===== src/rtl/i2cers_pkg.sv =====
// ----------------------------------------------------------------------------
// I2C EEPROM read sequencer package
// Action, phase, result and command codes, command and beat records.
// ----------------------------------------------------------------------------
package i2cers_pkg;

	localparam logic [2:0] ACT_START_SEND = 3'd0;
	localparam logic [2:0] ACT_SEND       = 3'd1;
	localparam logic [2:0] ACT_READ       = 3'd2;
	localparam logic [2:0] ACT_READ_LAST  = 3'd3;
	localparam logic [2:0] ACT_STOP       = 3'd4;
	localparam logic [2:0] ACT_DATA       = 3'd5;
	localparam logic [2:0] ACT_FINISH     = 3'd6;

	localparam logic [2:0] RC_OK       = 3'd0;
	localparam logic [2:0] RC_NO_DEV   = 3'd1;
	localparam logic [2:0] RC_NO_WORD  = 3'd2;
	localparam logic [2:0] RC_NO_READ  = 3'd3;
	localparam logic [2:0] RC_BUS_ERR  = 3'd4;

	localparam logic [2:0] PH_IDLE  = 3'd0;
	localparam logic [2:0] PH_DEV   = 3'd1;
	localparam logic [2:0] PH_WORD  = 3'd2;
	localparam logic [2:0] PH_RADDR = 3'd3;
	localparam logic [2:0] PH_READ  = 3'd4;

	localparam logic       REQ_BEGIN = 1'b0;

	localparam logic [1:0] CFG_READ_LENGTH = 2'd0;
	localparam logic [1:0] CFG_WORD_ADDR   = 2'd1;
	localparam logic [1:0] CFG_POLL_LIMIT  = 2'd2;

	localparam logic [8:0]  READ_LENGTH_RST = 9'd256;
	localparam logic [8:0]  READ_LENGTH_MAX = 9'd256;
	localparam logic [15:0] POLL_LIMIT_RST  = 16'd30000;
	localparam logic [15:0] POLL_CNT_SAT    = 16'hFFFF;

	typedef enum logic [1:0] {
		CMD_SINGLE    = 2'd0,
		CMD_FAIL      = 2'd1,
		CMD_DATA_READ = 2'd2,
		CMD_DATA_DONE = 2'd3
	} cmd_kind_t;

	typedef struct packed {
		cmd_kind_t  kind;
		logic [2:0] act;
		logic [7:0] data;
		logic [7:0] idx;
		logic [2:0] code;
	} cmd_t;

	typedef struct packed {
		logic [2:0] action;
		logic [7:0] out_byte;
		logic [7:0] byte_index;
		logic [2:0] result_code;
		logic       last;
	} beat_t;

endpackage


===== src/rtl/i2cers_cmdq.sv =====
// ----------------------------------------------------------------------------
// I2C EEPROM read sequencer: command queue
// Small FIFO of commands between the front and back parts.
// ----------------------------------------------------------------------------
module i2cers_cmdq #(
	parameter int DEPTH = 2
) (
	input  logic             clk,
	input  logic             arst_n,
	input  logic             wr_en,
	input  i2cers_pkg::cmd_t wr_cmd,
	output logic             full,
	input  logic             rd_en,
	output i2cers_pkg::cmd_t rd_cmd,
	output logic             avail
);

	localparam int PTR_W = (DEPTH > 1) ? $clog2(DEPTH) : 1;
	localparam int CNT_W = $clog2(DEPTH + 1);

	i2cers_pkg::cmd_t  mem_q [DEPTH];
	logic [PTR_W-1:0]  wptr_q;
	logic [PTR_W-1:0]  rptr_q;
	logic [CNT_W-1:0]  cnt_q;
	logic              do_wr;
	logic              do_rd;

	assign full   = (cnt_q == CNT_W'(DEPTH));
	assign avail  = (cnt_q != '0);
	assign do_wr  = wr_en && !full;
	assign do_rd  = rd_en && avail;
	assign rd_cmd = mem_q[rptr_q];

	always_ff @(posedge clk) begin
		if (do_wr) begin
			mem_q[wptr_q] <= wr_cmd;
		end
	end

	always_ff @(posedge clk or negedge arst_n) begin
		if (!arst_n) begin
			wptr_q <= '0;
			rptr_q <= '0;
			cnt_q  <= '0;
		end else begin
			if (do_wr) begin
				wptr_q <= (wptr_q == PTR_W'(DEPTH - 1)) ? '0 : wptr_q + 1'b1;
			end
			if (do_rd) begin
				rptr_q <= (rptr_q == PTR_W'(DEPTH - 1)) ? '0 : rptr_q + 1'b1;
			end
			if (do_wr && !do_rd) begin
				cnt_q <= cnt_q + 1'b1;
			end else if (do_rd && !do_wr) begin
				cnt_q <= cnt_q - 1'b1;
			end
		end
	end

endmodule


===== src/rtl/i2cers_front.sv =====
// ----------------------------------------------------------------------------
// I2C EEPROM read sequencer: front part
// Holds configuration and transfer phase, classifies each request or poll,
// and turns a begin or a completing poll into one command for the back part.
// ----------------------------------------------------------------------------
module i2cers_front (
	input  logic             clk,
	input  logic             arst_n,
	input  logic             accept,
	input  logic             req_type,
	input  logic [6:0]       device_address,
	input  logic             done_flag,
	input  logic             ack_flag,
	input  logic             bus_error_flag,
	input  logic [7:0]       received_byte,
	input  logic             cfg_we,
	input  logic [1:0]       cfg_index,
	input  logic [15:0]      cfg_data,
	output logic             cmd_push,
	output i2cers_pkg::cmd_t cmd
);

	logic [8:0]  read_length_q;
	logic [7:0]  word_addr_q;
	logic [15:0] poll_limit_q;

	logic [2:0]  phase_q;
	logic [8:0]  read_pos_q;
	logic [15:0] poll_cnt_q;
	logic [6:0]  held_addr_q;

	logic [2:0]  phase_d;
	logic [8:0]  read_pos_d;
	logic [15:0] poll_cnt_d;
	logic [6:0]  held_addr_d;
	logic        gen;

	logic [15:0] limit;
	logic [8:0]  eff_len;
	logic [15:0] pc_inc;
	logic        complete;
	logic [8:0]  pos_inc;
	logic [9:0]  pos_inc2;

	assign limit    = (poll_limit_q == '0) ? 16'd1 : poll_limit_q;
	assign eff_len  = (read_length_q == '0) ? 9'd1 :
		(read_length_q > i2cers_pkg::READ_LENGTH_MAX) ? i2cers_pkg::READ_LENGTH_MAX :
		read_length_q;
	assign pc_inc   = (poll_cnt_q != i2cers_pkg::POLL_CNT_SAT) ? poll_cnt_q + 16'd1 : poll_cnt_q;
	assign complete = done_flag || bus_error_flag || (pc_inc >= limit);
	assign pos_inc  = read_pos_q + 9'd1;
	assign pos_inc2 = {1'b0, pos_inc} + 10'd1;

	always_comb begin
		phase_d     = phase_q;
		read_pos_d  = read_pos_q;
		poll_cnt_d  = poll_cnt_q;
		held_addr_d = held_addr_q;
		gen         = 1'b0;
		cmd         = '0;
		cmd.kind    = i2cers_pkg::CMD_SINGLE;
		if (req_type == i2cers_pkg::REQ_BEGIN) begin
			held_addr_d = device_address;
			poll_cnt_d  = '0;
			read_pos_d  = '0;
			phase_d     = i2cers_pkg::PH_DEV;
			gen         = 1'b1;
			cmd.act     = i2cers_pkg::ACT_START_SEND;
			cmd.data    = {device_address, 1'b0};
		end else if (phase_q != i2cers_pkg::PH_IDLE) begin
			poll_cnt_d = pc_inc;
			if (complete) begin
				poll_cnt_d = '0;
				gen        = 1'b1;
				if (phase_q == i2cers_pkg::PH_READ) begin
					if (bus_error_flag) begin
						cmd.kind = i2cers_pkg::CMD_FAIL;
						cmd.code = i2cers_pkg::RC_BUS_ERR;
						phase_d  = i2cers_pkg::PH_IDLE;
					end else begin
						read_pos_d = pos_inc;
						cmd.data   = received_byte;
						cmd.idx    = read_pos_q[7:0];
						if (pos_inc >= eff_len) begin
							cmd.kind = i2cers_pkg::CMD_DATA_DONE;
							phase_d  = i2cers_pkg::PH_IDLE;
						end else begin
							cmd.kind = i2cers_pkg::CMD_DATA_READ;
							cmd.act  = (pos_inc2 >= {1'b0, eff_len}) ?
								i2cers_pkg::ACT_READ_LAST : i2cers_pkg::ACT_READ;
						end
					end
				end else if (!ack_flag || bus_error_flag) begin
					cmd.kind = i2cers_pkg::CMD_FAIL;
					phase_d  = i2cers_pkg::PH_IDLE;
					unique case (phase_q)
						i2cers_pkg::PH_DEV:  cmd.code = i2cers_pkg::RC_NO_DEV;
						i2cers_pkg::PH_WORD: cmd.code = i2cers_pkg::RC_NO_WORD;
						default:             cmd.code = i2cers_pkg::RC_NO_READ;
					endcase
				end else begin
					unique case (phase_q)
						i2cers_pkg::PH_DEV: begin
							cmd.act  = i2cers_pkg::ACT_SEND;
							cmd.data = word_addr_q;
							phase_d  = i2cers_pkg::PH_WORD;
						end
						i2cers_pkg::PH_WORD: begin
							cmd.act  = i2cers_pkg::ACT_START_SEND;
							cmd.data = {held_addr_q, 1'b1};
							phase_d  = i2cers_pkg::PH_RADDR;
						end
						default: begin
							read_pos_d = '0;
							cmd.act    = (eff_len == 9'd1) ?
								i2cers_pkg::ACT_READ_LAST : i2cers_pkg::ACT_READ;
							phase_d    = i2cers_pkg::PH_READ;
						end
					endcase
				end
			end
		end
	end

	assign cmd_push = accept && gen;

	always_ff @(posedge clk or negedge arst_n) begin
		if (!arst_n) begin
			read_length_q <= i2cers_pkg::READ_LENGTH_RST;
			word_addr_q   <= '0;
			poll_limit_q  <= i2cers_pkg::POLL_LIMIT_RST;
			phase_q       <= i2cers_pkg::PH_IDLE;
			read_pos_q    <= '0;
			poll_cnt_q    <= '0;
			held_addr_q   <= '0;
		end else begin
			if (cfg_we) begin
				unique case (cfg_index)
					i2cers_pkg::CFG_READ_LENGTH: read_length_q <= cfg_data[8:0];
					i2cers_pkg::CFG_WORD_ADDR:   word_addr_q   <= cfg_data[7:0];
					i2cers_pkg::CFG_POLL_LIMIT:  poll_limit_q  <= cfg_data;
					default: ;
				endcase
			end
			if (accept) begin
				phase_q     <= phase_d;
				read_pos_q  <= read_pos_d;
				poll_cnt_q  <= poll_cnt_d;
				held_addr_q <= held_addr_d;
			end
		end
	end

endmodule


===== src/rtl/i2cers_back.sv =====
// ----------------------------------------------------------------------------
// I2C EEPROM read sequencer: back part
// Expands each command into one to three result beats and holds the
// oldest beat in an output register.
// ----------------------------------------------------------------------------
module i2cers_back (
	input  logic              clk,
	input  logic              arst_n,
	input  logic              cmd_avail,
	input  i2cers_pkg::cmd_t  cmd,
	output logic              cmd_pop,
	input  logic              out_pop,
	output logic              out_valid,
	output i2cers_pkg::beat_t out_beat
);

	logic [1:0]        step_q;
	logic              out_valid_q;
	i2cers_pkg::beat_t out_q;
	i2cers_pkg::beat_t beat;
	logic              out_free;
	logic              emit;

	always_comb begin
		beat        = '0;
		beat.action = i2cers_pkg::ACT_STOP;
		unique case (cmd.kind)
			i2cers_pkg::CMD_SINGLE: begin
				beat.action   = cmd.act;
				beat.out_byte = cmd.data;
				beat.last     = 1'b1;
			end
			i2cers_pkg::CMD_FAIL: begin
				if (step_q != 2'd0) begin
					beat.action      = i2cers_pkg::ACT_FINISH;
					beat.result_code = cmd.code;
					beat.last        = 1'b1;
				end
			end
			i2cers_pkg::CMD_DATA_READ: begin
				if (step_q == 2'd0) begin
					beat.action     = i2cers_pkg::ACT_DATA;
					beat.out_byte   = cmd.data;
					beat.byte_index = cmd.idx;
				end else begin
					beat.action = cmd.act;
					beat.last   = 1'b1;
				end
			end
			default: begin
				if (step_q == 2'd0) begin
					beat.action     = i2cers_pkg::ACT_DATA;
					beat.out_byte   = cmd.data;
					beat.byte_index = cmd.idx;
				end else if (step_q == 2'd2) begin
					beat.action      = i2cers_pkg::ACT_FINISH;
					beat.result_code = i2cers_pkg::RC_OK;
					beat.last        = 1'b1;
				end
			end
		endcase
	end

	assign out_free  = !out_valid_q || out_pop;
	assign emit      = cmd_avail && out_free;
	assign cmd_pop   = emit && beat.last;
	assign out_valid = out_valid_q;
	assign out_beat  = out_q;

	always_ff @(posedge clk) begin
		if (emit) begin
			out_q <= beat;
		end
	end

	always_ff @(posedge clk or negedge arst_n) begin
		if (!arst_n) begin
			step_q      <= '0;
			out_valid_q <= 1'b0;
		end else begin
			if (emit) begin
				step_q <= beat.last ? 2'd0 : step_q + 2'd1;
			end
			if (out_free) begin
				out_valid_q <= emit;
			end
		end
	end

endmodule


===== src/rtl/i2c_eeprom_read_sequencer_unit.sv =====
// ----------------------------------------------------------------------------
// I2C EEPROM read sequencer
// Steps a byte-level I2C master through a 24Cxx random plus sequential read.
// ----------------------------------------------------------------------------
// Input side is a queue write: begin requests and controller status polls
// enter when push is high and full is low. Results leave as a queue read:
// the oldest beat sits on the result ports while empty is low and is taken
// when pop is high. Configuration (read length, word address, poll limit)
// is written over cfg_valid/cfg_ready/cfg_index/cfg_data while idle;
// cfg_ready is always high and unknown indexes are dropped.
// A request is classified in its accept cycle; a begin or a completing poll
// is queued as one command, whose first beat moves from the queue into the
// output register when it is free and can be taken at the next edge.
// The input takes a request every clock while full is low; the back expander
// emits each command as one to three beats, one per clock while not stalled.
// Reset clears the transfer phase, the queue and the output register and
// restores the configuration defaults (256 bytes, word 0, 30000 polls).
// When pop stays low the output register holds, the command queue fills
// (CMD_DEPTH entries) and then full rises until beats drain.
// ----------------------------------------------------------------------------
module i2c_eeprom_read_sequencer_unit #(
	parameter int CMD_DEPTH = 2
) (
	input  logic        clk,
	input  logic        arst_n,
	input  logic        push,
	output logic        full,
	input  logic        req_type,
	input  logic [6:0]  device_address,
	input  logic        done_flag,
	input  logic        ack_flag,
	input  logic        bus_error_flag,
	input  logic [7:0]  received_byte,
	output logic        empty,
	input  logic        pop,
	output logic [2:0]  action,
	output logic [7:0]  out_byte,
	output logic [7:0]  byte_index,
	output logic [2:0]  result_code,
	output logic        last,
	input  logic        cfg_valid,
	output logic        cfg_ready,
	input  logic [1:0]  cfg_index,
	input  logic [15:0] cfg_data
);

	logic              accept;
	logic              cmd_push;
	i2cers_pkg::cmd_t  cmd_in;
	i2cers_pkg::cmd_t  cmd_head;
	logic              cmd_avail;
	logic              cmd_pop;
	logic              out_valid;
	i2cers_pkg::beat_t out_beat;

	assign cfg_ready = 1'b1;
	assign accept    = push && !full;

	i2cers_front u_front (
		.clk            (clk),
		.arst_n         (arst_n),
		.accept         (accept),
		.req_type       (req_type),
		.device_address (device_address),
		.done_flag      (done_flag),
		.ack_flag       (ack_flag),
		.bus_error_flag (bus_error_flag),
		.received_byte  (received_byte),
		.cfg_we         (cfg_valid && cfg_ready),
		.cfg_index      (cfg_index),
		.cfg_data       (cfg_data),
		.cmd_push       (cmd_push),
		.cmd            (cmd_in)
	);

	i2cers_cmdq #(
		.DEPTH (CMD_DEPTH)
	) u_cmdq (
		.clk    (clk),
		.arst_n (arst_n),
		.wr_en  (cmd_push),
		.wr_cmd (cmd_in),
		.full   (full),
		.rd_en  (cmd_pop),
		.rd_cmd (cmd_head),
		.avail  (cmd_avail)
	);

	i2cers_back u_back (
		.clk       (clk),
		.arst_n    (arst_n),
		.cmd_avail (cmd_avail),
		.cmd       (cmd_head),
		.cmd_pop   (cmd_pop),
		.out_pop   (pop),
		.out_valid (out_valid),
		.out_beat  (out_beat)
	);

	assign empty       = !out_valid;
	assign action      = out_beat.action;
	assign out_byte    = out_beat.out_byte;
	assign byte_index  = out_beat.byte_index;
	assign result_code = out_beat.result_code;
	assign last        = out_beat.last;

endmodule


===== config.mk =====
export PLATFORM = sky130hd
export DESIGN_NAME = i2c_eeprom_read_sequencer_unit
export DESIGN_NICKNAME = d
export VERILOG_FILES = /design/src/rtl/i2cers_pkg.sv /design/src/rtl/i2cers_cmdq.sv /design/src/rtl/i2cers_front.sv /design/src/rtl/i2cers_back.sv /design/src/rtl/i2c_eeprom_read_sequencer_unit.sv
export SDC_FILE = /design/constraint.sdc
export NUM_CORES = 1
export LEC_CHECK = 0
export BUFFER_PORTS_ARGS = -buffer_cell sky130_fd_sc_hd__buf_2
export CAP_MARGIN = 20
export CORE_UTILIZATION = 60
export CTS_CLUSTER_SIZE = 25
export DETAILED_ROUTE_END_ITERATION = 6
export PLACE_DENSITY_LB_ADDON = 0.25
export SETUP_SLACK_MARGIN = 0.3
export SYNTH_ARGS = -nofsm -noshare
export SYNTH_HDL_FRONTEND = slang
export SYNTH_HIERARCHICAL = 1
export SYNTH_SLANG_ARGS = --single-unit

===== constraint.sdc =====
create_clock -name clk -period 5.9 [get_ports clk]
set_input_delay 1.475 -clock clk [delete_from_list [all_inputs] [get_ports clk]]
set_output_delay 1.475 -clock clk [all_outputs]
set_load 0.005 [all_outputs]

==> results of run 1 <==
[cell usage in the layout (no fill, tap or decap), drive strengths merged, types with 9 or more instances in the layout]
cell	count
dfrtp	67
and3	20
and2	21
buf	72
clkbuf	18
edfxtp	71
xor2	14
ha	40
xnor2	19
nor2	38
nor3	9
a21oi	28
nand3	22
o21ai	35
nand2b	10
o22ai	13
nand2	51
inv	41
mux2	57
a22o	14
nand4	11
nor2b	11
[metrics by stage]
stage | worst slack, ns | power (mW)
after global routing | 1.29 | 3.82
after detailed placement | 1.54 | 2.54
after floorplan | 1.76 | 2.28
after CTS | 1.45 | 3.62
final | 1.64 | 3.62
after global placement | 1.74 | 2.48
[logic make-up (layout without fill, tap and decap cells)]
kind of cell / Yosys count / in the layout / synth area share
and+or+nand+nor: 217 / 217 / 0.145
muxes: 61 / 61 / 0.0933
AOI/OAI and AO/OA: 141 / 141 / 0.124
other: 2 / 2 / 0.000930
DFF: 146 / 146 / 0.498
xor gates and xnor gates: 33 / 33 / 0.0358
buffers and inverters: 73 / 142 / 0.0422
adders and majority gates: 40 / 40 / 0.0620
[synthesized netlist by cell type, drive strengths merged, types with 3 or more instances]
| master | instances | area, um2 |
|---|---|---|
| a21o | 7 | 52.6 |
| a21oi | 28 | 140 |
| a22o | 14 | 123 |
| a22oi | 8 | 60.1 |
| a31oi | 4 | 25.0 |
| and2 | 21 | 134 |
| and3 | 20 | 125 |
| and4 | 4 | 35.0 |
| buf | 16 | 126 |
| clkbuf | 17 | 63.8 |
| dfrtp | 67 | 1680 |
| dfstp | 8 | 210 |
| edfxtp | 71 | 2130 |
| ha | 40 | 500 |
| inv | 39 | 146 |
| mux2 | 57 | 713 |
| mux2i | 4 | 40.0 |
| nand2 | 51 | 194 |
| nand2b | 10 | 62.6 |
| nand3 | 22 | 120 |
| nand3b | 3 | 22.5 |
| nand4 | 11 | 68.8 |
| nor2 | 38 | 143 |
| nor2b | 11 | 83.8 |
| nor3 | 9 | 45.0 |
| nor3b | 3 | 22.5 |
| nor4 | 5 | 31.3 |
| o211ai | 3 | 22.5 |
| o21a | 7 | 52.6 |
| o21ai | 35 | 179 |
| o22ai | 13 | 87.6 |
| o31ai | 4 | 30.0 |
| o41ai | 3 | 45.1 |
| or3 | 3 | 23.8 |
| xnor2 | 19 | 166 |
| xor2 | 14 | 123 |
[sequential cells by signal, summed over array words and instances (netlist names)]
signal                 flops
u_back/out_beat           23
u_cmdq/rptr_q              1
u_front/read_pos_q         9
u_front/phase_q            3
u_front/poll_limit_q      16
u_back/step_q              2
u_front/word_addr_q        8
u_front/poll_cnt_q        16
u_back/out_valid           1
u_cmdq/mem_q              48
u_front/read_length_q      9
u_cmdq/wptr_q              1
u_front/held_addr_q        7
u_cmdq/cnt_q               2
[power by group through the flow]
stage / clock, mW / combinational, mW / sequential [mW]
3_3_place_gp: 0 / 0.982 / 1.50
4_1_cts: 1.09 / 1.03 / 1.50
3_5_place_dp: 0 / 1.02 / 1.52
2_1_floorplan: 0 / 0.798 / 1.48
6_report: 1.07 / 1.04 / 1.50
5_1_grt: 1.14 / 1.16 / 1.53
[metal layers]
layer  vias up  global-route usage  routed length [um]
met2       234               0.399                7890
met1      2682               0.348                7260
li1       2700                   -                   -
met3        33              0.0596                1160
met4         0               0.114                 406
met5         -                   0                   0
[worst register-to-register path: stages, from the launching register on]
cell,delay (ns)
sky130_fd_sc_hd__dfrtp_1,0.47
sky130_fd_sc_hd__and4_1,0.34
sky130_fd_sc_hd__and4_1,0.30
sky130_fd_sc_hd__nand3_2,0.21
sky130_fd_sc_hd__nand4_1,0.22
sky130_fd_sc_hd__xnor2_1,0.09
sky130_fd_sc_hd__ha_1,0.30
sky130_fd_sc_hd__o21ai_0,0.09
sky130_fd_sc_hd__a21oi_1,0.24
sky130_fd_sc_hd__o41ai_4,0.17
sky130_fd_sc_hd__a21o_1,0.34
sky130_fd_sc_hd__nor2_1,0.18
sky130_fd_sc_hd__nand2_1,0.14
sky130_fd_sc_hd__nor2_2,0.62
sky130_fd_sc_hd__buf_6,0.25
[how the worst min path moves through the flow]
stage,start,end,cells past startpoint
floorplan,u_front/held_addr_q[0]$_DFFE_PN0P_,u_front/held_addr_q[0]$_DFFE_PN0P_,2
global placement,u_front/held_addr_q[0]$_DFFE_PN0P_,u_front/held_addr_q[0]$_DFFE_PN0P_,2
detailed placement,u_front/held_addr_q[4]$_DFFE_PN0P_,u_front/held_addr_q[4]$_DFFE_PN0P_,2
CTS,u_front/held_addr_q[4]$_DFFE_PN0P_,u_front/held_addr_q[4]$_DFFE_PN0P_,2
global route,u_cmdq/cnt_q[1]$_DFFE_PN0P_,u_cmdq/cnt_q[1]$_DFFE_PN0P_,1
finish,u_back/step_q[0]$_DFFE_PN0P_,u_back/step_q[0]$_DFFE_PN0P_,2
[area by class of cell]
cell class                      count  area, um2
Clock buffer                       18        429
Clock inverter                     12        158
Fill cell                         990       4100
Inverter                           40        150
Multi-Input combinational cell    494       3720
Sequential cell                   146       4020
Tap cell                          176        220
Timing Repair Buffer               72        402
==> summary by stage, run 1 <==
Outcome
The run finished with clean final reports.

CTS
The total clock buffers created by CTS is 17. Clock-pin slew was measured on the worst setup and hold paths at about 0.060 ns. The tree built by TritonCTS fans out to 146 sinks.

Buffers added to address setup during post-CTS repair amount to 0. The clock insertion delay at the later pin of the skew report is 0.42 ns. The post-cts resize count is 0. The depth of the CTS H-tree is 4. Clock tree synthesis selected as its root buffer the cell sky130_fd_sc_hd__clkbuf_16. The clock tree from TritonCTS is built. For this design, the CTS-stage hold fixing added 0 buffers. The clock passes through at most 2 buffers.

Setup path
The most numerous cell type found on the critical path is sky130_fd_sc_hd__and4_1. The cell at the slowest stage of the critical path is sky130_fd_sc_hd__nor2_2. The setup path with the least slack is of type flop to flop.

The category of the worst setup path launch point is a flop. The origin of the critical flop-to-flop path is u_front/poll_cnt_q[6]$_DFFE_PN0P_. In this run the worst setup path terminates at u_cmdq/mem_q[0][4]$_DFFE_PP_. The kind of cell with the highest combined delay along the critical path is simple AND/OR/NAND/NOR gates.

The critical path runs through a total of 14 cells. In this run the critical register-to-register path is captured at u_cmdq/mem_q[0][4]$_DFFE_PP_. In this design, the stage delay of the slowest critical-path cell is a little over 0.6 ns. The number of buffers and inverters on the critical path is 1. The kind of end point of the critical path is a flop.

In this run the register-to-register setup slack is 1.64 ns. The launch point of the worst path is u_front/poll_cnt_q[6]$_DFFE_PN0P_. For the worst setup path, the data required time is 6.03 ns. For the worst flop-to-flop path, the logic depth is 14.

The signal on the critical path passes through and4_1, and4_1, nand3_2, nand4_1, xnor2_1, ha_1, o21ai_0, a21oi_1, o41ai_4, a21o_1, nor2_1, nand2_1, nor2_2, buf_6. Along the worst path, the maximum fanout reaches 15. STA puts the critical path data arrival time at between 4 and 5 ns.

Yosys
Yosys printed 6 warnings. The synthesized design contains 146 register bits. The dominant synthesized flop cell is sky130_fd_sc_hd__edfxtp_1.

The net count of the mapped netlist is 795. The proportion of synthesized flip-flops having asynchronous set or reset is 0.514. Yosys mapped a number of flops with a built-in enable equal to 71.

The number of distinct library cells after synthesis is 68. After technology mapping, the gate count stands at roughly 710. Of the synthesized area, sequential elements account for 0.498. The synthesized area is 8070 um2. The per-instance average area after synthesis is 11.3 um2.

Cells and area
The number of nets in the layout is about 850. After routing the design area is ~9000 um2. Leaving out filler cells and counting taps, the final layout contains around 960. Once layout is complete, the utilization of the core stands at 0.690. The layout-stage area growth over the synthesis result is 12.6%. The antenna cell count is 0. In the final layout, the share of cells above drive strength 1 is 0.234.

Timing
For the pin with the worst max-slew slack, the measured transition is approximately 0.95 ns. Setup repair after global routing left no endpoint under its margin. The share of the clock period used by the worst path after layout is 0.722. The worst hold margin is 0.492 ns. The aggregate negative setup slack is 0 ns. The number of setup violations in the final report is 0. The hold violation total from the final report was 0. Derived from the worst setup path, the maximum achievable clock frequency is 235 MHz. The final number of max-transition violations is 0.

The setup clock skew after layout is 0.00972 ns. The worst path needs roughly 4.3 ns of the cycle, external delays included. Headroom to the max-slew limit came out at 0.366.

Route
In this run the remaining antenna-violating nets after routing total 0. After detailed routing, the number of vias per cell comes to 5.90. The detailed-router iteration count before antenna repair is 5. Summed over all layers, the routed wires come to roughly 17 mm. The average wire per cell in the routed design is ~17 um. In the routed design, unresolved DRC markers number 0. The number of vias in the routed layout is between 5000 and 6000. The DRC marker count from the first detailed-route iteration is between 500 and 600.

Global route
The global-route congestion overflow total is 0. The number of global-route vias before repair is 5601. The wire length of the first global-routing pass is 27.8 mm.

The initial antenna violation count is 0. For this run, the total global-route usage over all layers was measured as 0.258. The pin count of the biggest net entering global routing is 76.

Floorplanning
The number of rows created at floorplan is 42. The die boundary width is 118 um. The floorplan step defined a die boundary enclosing 13900 um2.

68 I/O pins were placed. The die is 118 um tall. For this configuration, the core starts out at a cell density of 0.612. The core footprint is 13200 um2.

Pwr
The leakage dissipation is around 4.0 nW. The share of total power dissipated in the clock network is 0.297. The share of power burned in registers is 0.415.

The worst vdd rail ir drop is 244 uV. The combinational power share is 0.288. The internal portion of the total power is 2.51 mW. The power spent charging and discharging nets is 1.10 mW.

The net switching fraction of the power is 0.305. Power spread over the standard cell area amounts to 398 nW/um2.

Placed design
The detailed-placement wirelength estimate is 12.0 mm. The post-place instance area is 8470 um2. The global placer's final weighted congestion is just over 0.9. Counting tap cells, the placed design contains a total of 926 instances. The port buffer count is 66.

Job
The max capacitance violation total is 0.

Min path
In this run the worst hold path is classified as flop to flop.
No activity file was read; power rests on OpenSTA's default activity.
==> run 2, diff against run 1 <==
--- a/config.mk
+++ b/config.mk
@@ -5,9 +5,10 @@
 export SDC_FILE = /design/constraint.sdc
 export NUM_CORES = 1
 export LEC_CHECK = 0
+export ABC_AREA = 1
 export BUFFER_PORTS_ARGS = -buffer_cell sky130_fd_sc_hd__buf_2
 export CAP_MARGIN = 20
-export CORE_UTILIZATION = 60
+export CORE_UTILIZATION = 55
 export CTS_CLUSTER_SIZE = 25
 export DETAILED_ROUTE_END_ITERATION = 6
 export PLACE_DENSITY_LB_ADDON = 0.25
==> constraint.sdc (replaced) <==
create_clock -name clk -period 3.6 [get_ports clk]
set_input_delay 0.9 -clock clk [delete_from_list [all_inputs] [get_ports clk]]
set_output_delay 0.9 -clock clk [all_outputs]
set_load 0.005 [all_outputs]
==> summary by stage, run 2 <==
Timing
The number of setup violations in the final report is 0. The worst path in the final design needs a cycle of around 3.3 ns, including I/O delays and setup. Setup repair after global routing could not meet its margin everywhere. The transition time of the tightest slew-check pin is 0.935 ns.

The highest achievable clock rate is 301 MHz. Summed over all failing endpoints, the final setup total negative slack is 0 ns. The worst setup slack after layout is ~0.28 ns. The setup clock skew after layout is 0.00939 ns. The worst pin sits at a relative slew slack of 0.377. The final number of max-transition violations is 0. The share of the clock period used by the worst path after layout is 0.922.

The hold violation total from the final report came to 0.

CTS
Clock tree synthesis found a total of around 150 sinks. At the later pin of the worst-skew pair, clock insertion delay measures 0.43 ns. The clock root buffer is sky130_fd_sc_hd__clkbuf_16. The clock tree from TritonCTS is built.

The number of clock buffers added by TritonCTS is 17. The clock transition time at the flip-flop clock pins of the worst setup and hold paths is about 0.070 ns. The hold buffer count at CTS is 0. The depth of the CTS H-tree is 4. The buffer depth of the longest clock path is 2.

Setup path
The worst register-to-register path ends at u_cmdq/mem_q[0][2]$_DFFE_PP_. The data required time of the critical path is between 3 and 4 ns. The kind of end point of the critical path is a flop.

The critical path is of the flop to flop type. For the worst setup path, the data arrival time is 3.47 ns. The category of the worst setup path launch point is a flop.

The highest net fanout along the worst path is 6. For the worst flop-to-flop path, the logic depth is 19. The origin of the critical flop-to-flop path is u_front/poll_cnt_q[8]$_DFFE_PN0P_.

The worst register-to-register path has a setup slack of between 0.2 and 0.3 ns.

Yosys
The cell type with the largest total area after synthesis is sky130_fd_sc_hd__edfxtp_1. Synthesis produced a netlist whose cell count is 974. In the post-synthesis netlist, the biggest area contributors are sky130_fd_sc_hd__edfxtp_1 (25%), sky130_fd_sc_hd__dfrtp_1 (20%), sky130_fd_sc_hd__nand2_1 (11%). Of the total synthesized cell area, the portion taken by XOR and XNOR cells is 0.0208. After synthesis, the largest family of logic cells by area is simple AND/OR/NAND/NOR gates. Of the post-synthesis cell area, the dominant cell type holds 0.254. In the synthesized netlist the async set-or-reset flop fraction comes to 0.514.

Of the total synthesized cell area, the portion taken by AND, OR, NAND and NOR gates is 0.280. In the synthesized netlist the dominant register cell turns out to be sky130_fd_sc_hd__edfxtp_1. The per-instance average area after synthesis is 8.63 um2. The portion of synthesized area spent on multiplexers is 0. Synthesis produced a netlist with a net count of 1056. The synthesized netlist contains 45 unique library cells. The number of warnings issued by yosys is 6. The synthesized area is 8410 um2. The compound-cell area share of the yosys netlist is 0.0711. By count the netlist is led by sky130_fd_sc_hd__nand2_1 (243), sky130_fd_sc_hd__inv_1 (142), sky130_fd_sc_hd__nor2_1 (82).

The total of flip-flops plus latches after synthesis is 146. sky130_fd_sc_hd__nand2_1 is the most common cell in the netlist. For this run, the register share of the synthesized area comes to 0.478. The adder and majority gate portion of the synthesized area is 0.0595. The synthesized design contains 71 enable-type register cells.

Floorplanning
The initial core utilization is 0.572. The die is 126 um wide. During I/O placement, the number of pins put on the boundary was 68.

The die area is 15800 um2. The total area inside the core boundary comes to 14700 um2. The chip height is roughly 130 um. In this run the core area contains 44 standard-cell rows.

Route
The DRC marker count from the first detailed-route iteration is 655. The detailed-router iteration count before antenna repair is 7. In the routed design, unresolved DRC markers number 5. The wire length reported by the detailed router is about 18 mm. The detailed-route vias per instance is 5.27. The number of nets with antenna violations after detailed routing is 0. The average wire per cell in the routed design is 14.5 um. Summing over every cut layer, the via total after detailed routing is roughly 6600.

Min path
The number of stages on the worst hold path is 2. In this run the most critical hold path is launched from u_cmdq/wptr_q$_DFFE_PN0P_. The path with the worst hold slack has its endpoint at u_cmdq/wptr_q$_DFFE_PN0P_.

The class of the most critical hold timing path is flop to flop.

Cells and area
The register with the most flip-flops in the layout has 48 of them. Leaving out filler cells and counting taps, the final layout contains 1258. The library cells used most frequently in the layout, excluding fill and tap cells, are sky130_fd_sc_hd__nand2_1 (239), sky130_fd_sc_hd__inv_1 (138), sky130_fd_sc_hd__nor2_1 (77), sky130_fd_sc_hd__edfxtp_1 (71), sky130_fd_sc_hd__buf_2 (65).

The fraction of final layout cells sized beyond drive strength 1 is 0.234. Counting flops per register, the top entry is u_cmdq/mem_q. At the end of the flow, the number of nets in the layout was 1143.

The layout-stage area growth over the synthesis result is 17.4%. The leading cell type in the layout, fill and taps excluded is sky130_fd_sc_hd__nand2_1. The antenna cell count is 0.

Pwr
The net switching fraction of the power is 0.364. The share of total power dissipated in sequential elements is 0.394. For this design the ratio of total power to cell area is 633 nW/um2. The worst vdd rail ir drop is 361 uV. The clock network fraction of total power is 0.287. The cell internal power dissipation is 3.97 mW. The leakage dissipation is 4.85 nW.

The combinational power share is 0.319. For this design the total switching power over the nets is approximately 2.3 mW. The design draws 6.25 mW.

Global route
For this run, the total global-route usage over all layers was measured as 0.235. The initial antenna violation count was 0. The number of global-route vias before repair came to 5964.

Entering global routing, the biggest net connects 76 pins. The first global-routing pass estimated 29.0 mm of wire. The total overflow left after global routing is 0.

Placed design
Prior to clock tree synthesis, the placed netlist has a worst setup slack of 0.170 ns. During placement, the flow inserted port buffers numbering 66. Counting tap cells, the placed design contains a total of 1206 instances. The global placer's final weighted congestion is 0.905. The HPWL after detailed placement is 12.4 mm.

Job
Max-cap violations in this run came to 0.

Outcome
The run finished, with violations left. The final reports fail on DRC.
run 2: cell count changes in the layout (fill, tap and decap cells not counted), moves of 19 or more:
cell                      before  now
sky130_fd_sc_hd__nand3_1      20   41
sky130_fd_sc_hd__nand2_4       0   22
sky130_fd_sc_hd__nand2_2       1   33
sky130_fd_sc_hd__nor2_1       37   77
sky130_fd_sc_hd__and2_1       20    0
sky130_fd_sc_hd__mux2_2       38    0
sky130_fd_sc_hd__mux2_4       19    0
sky130_fd_sc_hd__inv_1        39  138
sky130_fd_sc_hd__and3_1       20    0
sky130_fd_sc_hd__nand2_1      50  239
run 2: worst max-delay path by stage:
| stage | from | endpoint | slack, ns | cells past startpoint |
|---|---|---|---|---|
| after floorplan | u_front/poll_cnt_q[0]$_DFFE_PN0P_ | u_cmdq/mem_q[0][0]$_DFFE_PP_ | 0.32 | 21 |
| after global placement | u_front/poll_cnt_q[0]$_DFFE_PN0P_ | u_cmdq/cnt_q[1]$_DFFE_PN0P_ | 0.28 | 25 |
| after detailed placement | u_front/poll_cnt_q[0]$_DFFE_PN0P_ | u_cmdq/cnt_q[1]$_DFFE_PN0P_ | 0.17 | 24 |
| after CTS | u_front/poll_cnt_q[1]$_DFFE_PN0P_ | u_cmdq/cnt_q[1]$_DFFE_PN0P_ | 0.32 | 25 |
| after global routing | u_front/poll_cnt_q[9]$_DFFE_PN0P_ | u_cmdq/mem_q[0][8]$_DFFE_PP_ | 0.06 | 19 |
| final | u_front/poll_cnt_q[8]$_DFFE_PN0P_ | u_cmdq/mem_q[0][2]$_DFFE_PP_ | 0.28 | 19 |
run 2: what timing repair did:
| action | CTS | global route |
|---|---|---|
| pin swaps | 1 | 11 |
| buffers inserted | 3 | 11 |
| endpoints found under the setup margin | 50 | 71 |
| gates resized for setup | 4 | 36 |
| hold endpoints to repair | 0 | 0 |
| gates cloned | 0 | 5 |
run 2: critical path, stage by stage, from the launching register on:
cell and delay [ns]:
sky130_fd_sc_hd__dfrtp_1 0.43, sky130_fd_sc_hd__inv_1 0.11, sky130_fd_sc_hd__nor3_4 0.28, sky130_fd_sc_hd__nand3_1 0.16
sky130_fd_sc_hd__xor2_1 0.21, sky130_fd_sc_hd__nand2_1 0.14, sky130_fd_sc_hd__ha_1 0.30, sky130_fd_sc_hd__nand2_1 0.04
sky130_fd_sc_hd__inv_1 0.06, sky130_fd_sc_hd__nand3_1 0.13, sky130_fd_sc_hd__nor2_4 0.16, sky130_fd_sc_hd__nand3_2 0.11
sky130_fd_sc_hd__nand4_4 0.14, sky130_fd_sc_hd__nor2_4 0.06, sky130_fd_sc_hd__nor2_4 0.10, sky130_fd_sc_hd__inv_2 0.05
sky130_fd_sc_hd__nor2_4 0.15, sky130_fd_sc_hd__nand2_2 0.09, sky130_fd_sc_hd__clkinvlp_4 0.15, sky130_fd_sc_hd__clkbuf_16 0.17
run 2: kinds of logic (layout without fill, tap and decap cells):
logic type	after synthesis	in the layout
compound gates	106	106
xor+xnor	20	20
fa+ha+maj	40	40
buf+inv	176	276
flops	146	146
other cells	2	2
simple gates	484	484
run 2: per-layer routing:
metal,share of wire,track usage,up-vias
met4,0.021,0.0940,0
met1,0.44,0.315,3055
met2,0.49,0.379,223
met3,0.052,0.0416,32
li1,-,-,3316
met5,0,0,-
run 2: layout make-up:
cell class | instances | area (um2)
clock buffers | 17 | 425
inverters | 151 | 581
flip-flops and latches | 146 | 4030
well taps | 184 | 230
fillers | 1180 | 4830
clock inverters | 15 | 184
repair buffers | 93 | 636
multi-input cells | 652 | 3790
run 2: metrics by stage:
step / hold WS, ns / utilization / cell area (um2)
2_1_floorplan: 0.442 / - / 8420
3_3_place_gp: 0.464 / 0.604 / 8880
3_5_place_dp: 0.478 / 0.604 / 8880
4_1_cts: 0.493 / 0.648 / 9530
5_1_grt: 0.511 / 0.672 / 9870
6_report: 0.493 / 0.672 / 9870
run 2: power groups by stage:
stage	Clock (mW)	Combinational, mW	Sequential (mW)
detailed placement	0	1.86	2.49
global route	1.90	2.24	2.50
CTS	1.82	1.88	2.46
global placement	0	1.82	2.48
floorplan	0	1.43	2.45
finish	1.79	1.99	2.46
